**src/hdl/deq_pkg.sv**
```systemverilog
// shared types and constants for the double-ended queue
// no dependencies; imported by deq_ram and double_ended_queue_top
package deq_pkg;

    localparam int DEQ_DEPTH = 16;
    localparam int CMD_W     = 3;
    localparam int DATA_W    = 32;
    localparam int COUNT_W   = 5;

    localparam logic [CMD_W-1:0] CMD_PUSH_FRONT = 3'd0;
    localparam logic [CMD_W-1:0] CMD_PUSH_BACK  = 3'd1;
    localparam logic [CMD_W-1:0] CMD_POP_FRONT  = 3'd2;
    localparam logic [CMD_W-1:0] CMD_POP_BACK   = 3'd3;
    localparam logic [CMD_W-1:0] CMD_PEEK_FRONT = 3'd4;
    localparam logic [CMD_W-1:0] CMD_PEEK_BACK  = 3'd5;

    typedef struct packed {
        logic wr_en;
        logic rd_en;
    } mem_ctl_t;

endpackage

```
**src/hdl/deq_ram.sv**
```systemverilog
// ring store of the queue: one port, synchronous write, registered read
// depends on deq_pkg
module deq_ram #(
    parameter int DEPTH = deq_pkg::DEQ_DEPTH
) (
    input  logic                               clk,
    input  deq_pkg::mem_ctl_t                  ctl,
    input  logic [$clog2(DEPTH)-1:0]           addr,
    input  logic signed [deq_pkg::DATA_W-1:0]  wdata,
    output logic signed [deq_pkg::DATA_W-1:0]  rdata
);
    import deq_pkg::*;

    logic signed [DATA_W-1:0] mem [DEPTH];
    logic signed [DATA_W-1:0] rdata_reg;

    always_ff @(posedge clk)
    begin
        if (ctl.wr_en)
        begin
            mem[addr] <= wdata;
        end
    end

    always_ff @(posedge clk)
    begin
        if (ctl.rd_en)
        begin
            rdata_reg <= mem[addr];
        end
    end

    assign rdata = rdata_reg;

endmodule

```
**src/hdl/double_ended_queue_top.sv**
```systemverilog
// Double-ended queue of signed 32-bit words in a DEPTH-entry ring store. Every command
// (push/pop/peek at either end) gives exactly one result word, held in a pending stage
// and then the output register, and a new command can be taken every cycle while the
// output side keeps up: each command makes at most one access to the single-port store,
// whose registered read feeds the output register from the pending stage. Pushes on a
// full queue and pops or peeks on an empty one return ok low and leave the queue
// unchanged. No clearing pass is needed after reset. Depends on deq_pkg and deq_ram.
module double_ended_queue_top #(
    parameter int DEPTH = deq_pkg::DEQ_DEPTH
) (
    input  logic                                clk,
    input  logic                                rst_n,
    input  logic                                in_valid,
    output logic                                in_ready,
    input  logic [deq_pkg::CMD_W-1:0]           cmd,
    input  logic signed [deq_pkg::DATA_W-1:0]   data_in,
    output logic                                out_valid,
    input  logic                                out_ready,
    output logic                                ok,
    output logic signed [deq_pkg::DATA_W-1:0]   data_out,
    output logic [deq_pkg::COUNT_W-1:0]         count,
    output logic                                empty_res,
    output logic                                full_res
);
    import deq_pkg::*;

    localparam int PTR_W = $clog2(DEPTH);
    localparam int CNT_W = $clog2(DEPTH + 1);
    localparam int SUM_W = CNT_W + 1;

    localparam logic [PTR_W-1:0] PTR_LAST  = PTR_W'(DEPTH - 1);
    localparam logic [CNT_W-1:0] CNT_FULL  = CNT_W'(DEPTH);
    localparam logic [SUM_W-1:0] SUM_DEPTH = SUM_W'(DEPTH);

    // queue state
    logic [PTR_W-1:0] front_reg, front_next;
    logic [CNT_W-1:0] cnt_reg, cnt_next;

    // word waiting on the store read
    logic             pend_reg, pend_next;
    logic             pend_ok_reg, pend_ok_next;
    logic             pend_peek_reg, pend_peek_next;
    logic [CNT_W-1:0] pend_cnt_reg, pend_cnt_next;

    // output word
    logic                    out_valid_reg, out_valid_next;
    logic                    ok_reg;
    logic signed [DATA_W-1:0] data_out_reg;
    logic [CNT_W-1:0]        cnt_out_reg;

    logic                    accept;
    logic                    pend_move;
    logic                    is_empty;
    logic                    is_full;
    logic                    ok_c;
    logic                    peek_c;
    logic                    back_c;
    mem_ctl_t                mem_ctl;
    logic [PTR_W-1:0]        addr_c;
    logic [PTR_W-1:0]        front_dec;
    logic [PTR_W-1:0]        front_inc;
    logic [CNT_W-1:0]        ofs;
    logic [SUM_W-1:0]        sum;
    logic [SUM_W-1:0]        sum_wrap;
    logic signed [DATA_W-1:0] rdata;

    assign pend_move = pend_reg && (!out_valid_reg || out_ready);
    assign in_ready  = !pend_reg || pend_move;
    assign accept    = in_valid && in_ready;

    assign is_empty = (cnt_reg == '0);
    assign is_full  = (cnt_reg == CNT_FULL);

    assign front_dec = (front_reg == '0) ? PTR_LAST : front_reg - PTR_W'(1);
    assign front_inc = (front_reg == PTR_LAST) ? '0 : front_reg + PTR_W'(1);

    // back position: front + count for a push, front + count - 1 for a peek
    assign back_c   = (cmd == CMD_PUSH_BACK);
    assign ofs      = back_c ? cnt_reg : cnt_reg - CNT_W'(1);
    assign sum      = SUM_W'(front_reg) + SUM_W'(ofs);
    assign sum_wrap = (sum >= SUM_DEPTH) ? sum - SUM_DEPTH : sum;

    always_comb
    begin
        front_next = front_reg;
        cnt_next   = cnt_reg;
        ok_c       = 1'b0;
        peek_c     = 1'b0;
        mem_ctl    = '0;
        addr_c     = front_reg;
        case (cmd)
            CMD_PUSH_FRONT:
            begin
                if (!is_full)
                begin
                    front_next    = front_dec;
                    cnt_next      = cnt_reg + CNT_W'(1);
                    addr_c        = front_dec;
                    mem_ctl.wr_en = accept;
                    ok_c          = 1'b1;
                end
            end
            CMD_PUSH_BACK:
            begin
                if (!is_full)
                begin
                    cnt_next      = cnt_reg + CNT_W'(1);
                    addr_c        = sum_wrap[PTR_W-1:0];
                    mem_ctl.wr_en = accept;
                    ok_c          = 1'b1;
                end
            end
            CMD_POP_FRONT:
            begin
                if (!is_empty)
                begin
                    front_next = front_inc;
                    cnt_next   = cnt_reg - CNT_W'(1);
                    ok_c       = 1'b1;
                end
            end
            CMD_POP_BACK:
            begin
                if (!is_empty)
                begin
                    cnt_next = cnt_reg - CNT_W'(1);
                    ok_c     = 1'b1;
                end
            end
            CMD_PEEK_FRONT:
            begin
                if (!is_empty)
                begin
                    addr_c        = front_reg;
                    mem_ctl.rd_en = accept;
                    peek_c        = 1'b1;
                    ok_c          = 1'b1;
                end
            end
            CMD_PEEK_BACK:
            begin
                if (!is_empty)
                begin
                    addr_c        = sum_wrap[PTR_W-1:0];
                    mem_ctl.rd_en = accept;
                    peek_c        = 1'b1;
                    ok_c          = 1'b1;
                end
            end
            default:
            begin
                ok_c = 1'b0;
            end
        endcase
    end

    always_comb
    begin
        pend_next      = pend_reg;
        pend_ok_next   = pend_ok_reg;
        pend_peek_next = pend_peek_reg;
        pend_cnt_next  = pend_cnt_reg;
        if (pend_move)
        begin
            pend_next = 1'b0;
        end
        if (accept)
        begin
            pend_next      = 1'b1;
            pend_ok_next   = ok_c;
            pend_peek_next = peek_c;
            pend_cnt_next  = cnt_next;
        end
    end

    always_comb
    begin
        out_valid_next = out_valid_reg;
        if (out_valid_reg && out_ready)
        begin
            out_valid_next = 1'b0;
        end
        if (pend_move)
        begin
            out_valid_next = 1'b1;
        end
    end

    always_ff @(posedge clk or negedge rst_n)
    begin
        if (!rst_n)
        begin
            front_reg     <= '0;
            cnt_reg       <= '0;
            pend_reg      <= 1'b0;
            out_valid_reg <= 1'b0;
        end
        else
        begin
            if (accept)
            begin
                front_reg <= front_next;
                cnt_reg   <= cnt_next;
            end
            pend_reg      <= pend_next;
            out_valid_reg <= out_valid_next;
        end
    end

    always_ff @(posedge clk)
    begin
        pend_ok_reg   <= pend_ok_next;
        pend_peek_reg <= pend_peek_next;
        pend_cnt_reg  <= pend_cnt_next;
        if (pend_move)
        begin
            ok_reg       <= pend_ok_reg;
            data_out_reg <= pend_peek_reg ? rdata : '0;
            cnt_out_reg  <= pend_cnt_reg;
        end
    end

    deq_ram #(
        .DEPTH (DEPTH)
    ) u_ram (
        .clk   (clk),
        .ctl   (mem_ctl),
        .addr  (addr_c),
        .wdata (data_in),
        .rdata (rdata)
    );

    assign out_valid = out_valid_reg;
    assign ok        = ok_reg;
    assign data_out  = data_out_reg;
    assign count     = COUNT_W'(cnt_out_reg);
    assign empty_res = (cnt_out_reg == '0);
    assign full_res  = (cnt_out_reg == CNT_FULL);

endmodule
```
**config.mk**
```make
export PLATFORM = sky130hd
export DESIGN_NAME = double_ended_queue_top
export DESIGN_NICKNAME = d
export VERILOG_FILES = /design/src/hdl/deq_pkg.sv /design/src/hdl/deq_ram.sv /design/src/hdl/double_ended_queue_top.sv
export SDC_FILE = /design/constraint.sdc
export NUM_CORES = 1
export LEC_CHECK = 0
export ABC_AREA = 1
export BUFFER_PORTS_ARGS = -buffer_cell sky130_fd_sc_hd__buf_2
export CAP_MARGIN = 10
export CELL_PAD_IN_SITES_DETAIL_PLACEMENT = 1
export CELL_PAD_IN_SITES_GLOBAL_PLACEMENT = 1
export CORE_ASPECT_RATIO = 1.25
export CORE_UTILIZATION = 45
export DETAILED_ROUTE_END_ITERATION = 12
export PLACE_DENSITY_LB_ADDON = 0.1
export SETUP_SLACK_MARGIN = 0.15
export SKIP_LAST_GASP = 1
export SLEW_MARGIN = 15
export SYNTH_ARGS = -nofsm -noshare
export SYNTH_HDL_FRONTEND = slang
export SYNTH_HIERARCHICAL = 1
export SYNTH_SLANG_ARGS = --single-unit
```
**constraint.sdc**
```tcl
create_clock -name clk -period 4.9 [get_ports clk]
set_clock_uncertainty 0.15 [all_clocks]
set_input_delay 0.245 -clock clk [delete_from_list [all_inputs] [get_ports clk]]
set_output_delay 0.245 -clock clk [all_outputs]
set_load 0.1 [all_outputs]
```
==> metrics <==
final-layout fill cell count=6,067; Slew HR=0.256; maximum clock frequency=around 230 MHz; Pwr Total=17.2 mW; Starting Density=0.455; layout cells sized above 1=0.100; Final Hold Viols=0; number of flip-flops in the largest register=512; Crit Path Category=reg -> reg; total track usage=0.245; Via density=about 5.1; Post-Syn Area=25,500 um2; Max Cap Viol=0; FF-to-FF Start=cnt_reg[0]$_DFFE_PN0P_; measured slew at the worst slew-check pin=1.12 ns; failing checks=design-rule violations; starting DRC count in detailed routing=932; Startpoint Class=register; Crit path largest cell delay=0.38 ns; CTS sink cnt=600; Synth Instances=2,430; Worst path slowest cell=dfrtp_1; Setup Buffers After CTS=0; HPWL Detailed=39.4 mm; H-tree depth=2; Crit Path Max Fanout=19; fin crit period=4.28 ns; die height=268 um; Final WS setup=a little over 0.6 ns; final period utilization=0.873; worst-skew pair later-pin latency=between 0.6 and 0.7 ns; Post-synth ARST share=0.0183; RSZ-0062 raised after global routing=no; dominant synthesized flop cell=edfxtp_1; Layout area overhead=14.1%; Avg Inst Size Synth=10.5 um2; worst endpoint required time=5.12 ns; wire per inst=20.5 um; Final Wtd Congestion=0.828; DIE WIDTH=215 um; CP Capture Type=register; final wirelength=68.9 mm; Mapped Nets=between 2,000 and 2,500; Final #Nets=~2,600; TNS Setup=0 ns; most frequent cells in the layout=nand2_1 (1,463), edfxtp_1 (589), inv_1 (122); worst hold start=cmd[1]; cells along the critical path=clkinv_1 -> ha_1 -> xor2_1 -> nand2_1 -> o21ai_0 -> ha_1 -> nand3_1 -> nand3_1 -> nand2_1 -> nand2_1 -> inv_1 -> nand2_1 -> nand2_1 -> nand2_1 -> nand3_1 -> nand4_1 -> buf_4 -> nand2_1 -> clkinv_1 -> buf_4 -> nand2_1 -> nand2_1 -> inv_1 -> nand2_1; Ports=81; worst hold slack=approximately 0.057 ns; Root Buffer Master=clkbuf_16; IO Port Bufs=80; critical path's top delay family=simple AND/OR/NAND/NOR gates; Vias=between 15,000 and 20,000; Synth Register Bits=600; status=complete, but fails checks; core area=55,900 um2; drt first pass iters=9; CTS tree=done; WP buf/inv=6; crit path from=cnt_reg[0]$_DFFE_PN0P_; most common cell after layout, fill and taps aside=nand2_1; distinct cell type count after synthesis=39; Critical Path Most Common Cell=nand2_1; worst hold path type=in -> reg; Syn. warnings=6; Core Rows=97; Slew Limit Fails=0; pre-CTS WS=0.559 ns; sequential area share after synthesis=0.705; Overflow after GRT=0; largest net degree at the start of global routing=81; clock-pin slew on the worst setup and hold paths=0.06 ns; number of synthesized flops with an enable pin=589; static leakage=approximately 12 nW; VDD IR max=0.458 mV; Final Setup Violations=0; PD cells=about 590 nW/um2; DRC=4; CTS max path bufs=3; initial antenna violation count=1; cts bufs inserted=60; first-pass GRT wire length=107 mm; crit path DAT=4.50 ns; vias in the first global route=18,100; Die ar.=57,600 um2; Final ANT Viol Nets=0
-- per-layer routing --
layer	vias up	global-route usage	wire, um
li1	8082	-	-
met1	8530	0.299	29000
met2	306	0.451	35700
met3	122	0.0285	2190
met4	0	0.0801	2020
met5	-	0	0
-- Yosys cell counts (4+ instances only) --
library cell,count,area (um2)
xor2_1,7,61.3
dfrtp_1,11,275
inv_2,7,26.3
o21ai_0,11,55.1
buf_4,18,135
buf_2,41,205
clkbuf_1,15,56.3
nand3_1,28,140
nand2_2,5,31.3
nor2_1,31,116
nand4_1,4,25.0
nand2_1,1463,5490
inv_1,125,469
ha_1,8,100
edfxtp_1,589,17700
o211ai_1,5,37.5
buf_1,6,22.5
buf_6,26,293
-- timing repair --
item | CTS | global route
gates resized for setup | 0 | 0
hold buffers | 38 | 0
endpoints found under the hold margin | 528 | 0
-- stage by stage --
step | cell area [um2] | utilization | std cells
final | 29100 | 0.520 | 3356
after global routing | 29100 | 0.520 | 3355
after CTS | 29100 | 0.520 | 3354
after detailed placement | 26800 | 0.480 | 3206
after global placement | 26800 | 0.480 | 3206
after floorplan | 25500 | - | 2430
-- path summary, 6_finish.rpt --
path / endpoint / slack, ns / cells past startpoint
max reg2reg: u_ram/rdata[31]$_DFFE_PP_ / 0.62 / 24
min: pend_cnt_reg[1]$_DFFE_PP_ / 0.06 / 4
min in group asynchronous: front_reg[0]$_DFFE_PN0P_ / 0.51 / 3
max: u_ram/rdata[31]$_DFFE_PP_ / 0.62 / 24
min reg2reg: ok$_DFFE_PP_ / 0.28 / 0
max in group asynchronous: cnt_reg[0]$_DFFE_PN0P_ / 3.72 / 3
-- power breakdown --
part	internal, mW	switching [mW]	total (mW)
Sequential	6.04	0.137	6.18
Combinational	1.75	4.86	6.62
Clock	2.44	1.94	4.38
-- worst min-delay path: cells and delay by family --
family / cells / cell delay, ns
simple gates: 1 / 0.08
compound gates: 2 / 0.23
buf+inv: 1 / 0.16
-- cell type report --
| cell class | count | area [um2] | share of cell area |
|---|---|---|---|
| clock inverter | 32 | 260 | 0.00895 |
| sequential | 600 | 18000 | 0.618 |
| tap | 742 | 928 | 0.0319 |
| multi-input combinational | 1588 | 6470 | 0.223 |
| timing repair buffer | 179 | 1340 | 0.0461 |
| inverter | 135 | 515 | 0.0177 |
| antenna | 2 | 5.00 | 0.000172 |
| clock buffer | 78 | 1590 | 0.0547 |
-- cells by family after synthesis --
| family | synth area share |
|---|---|
| xor gates and xnor gates | 0.00275 |
| and+or+nand+nor | 0.231 |
| buffers and inverters | 0.0487 |
| AOI/OAI and AO/OA | 0.00786 |
| DFF | 0.705 |
| adders and majority gates | 0.00471 |
No activity file was read; power rests on OpenSTA's default activity.
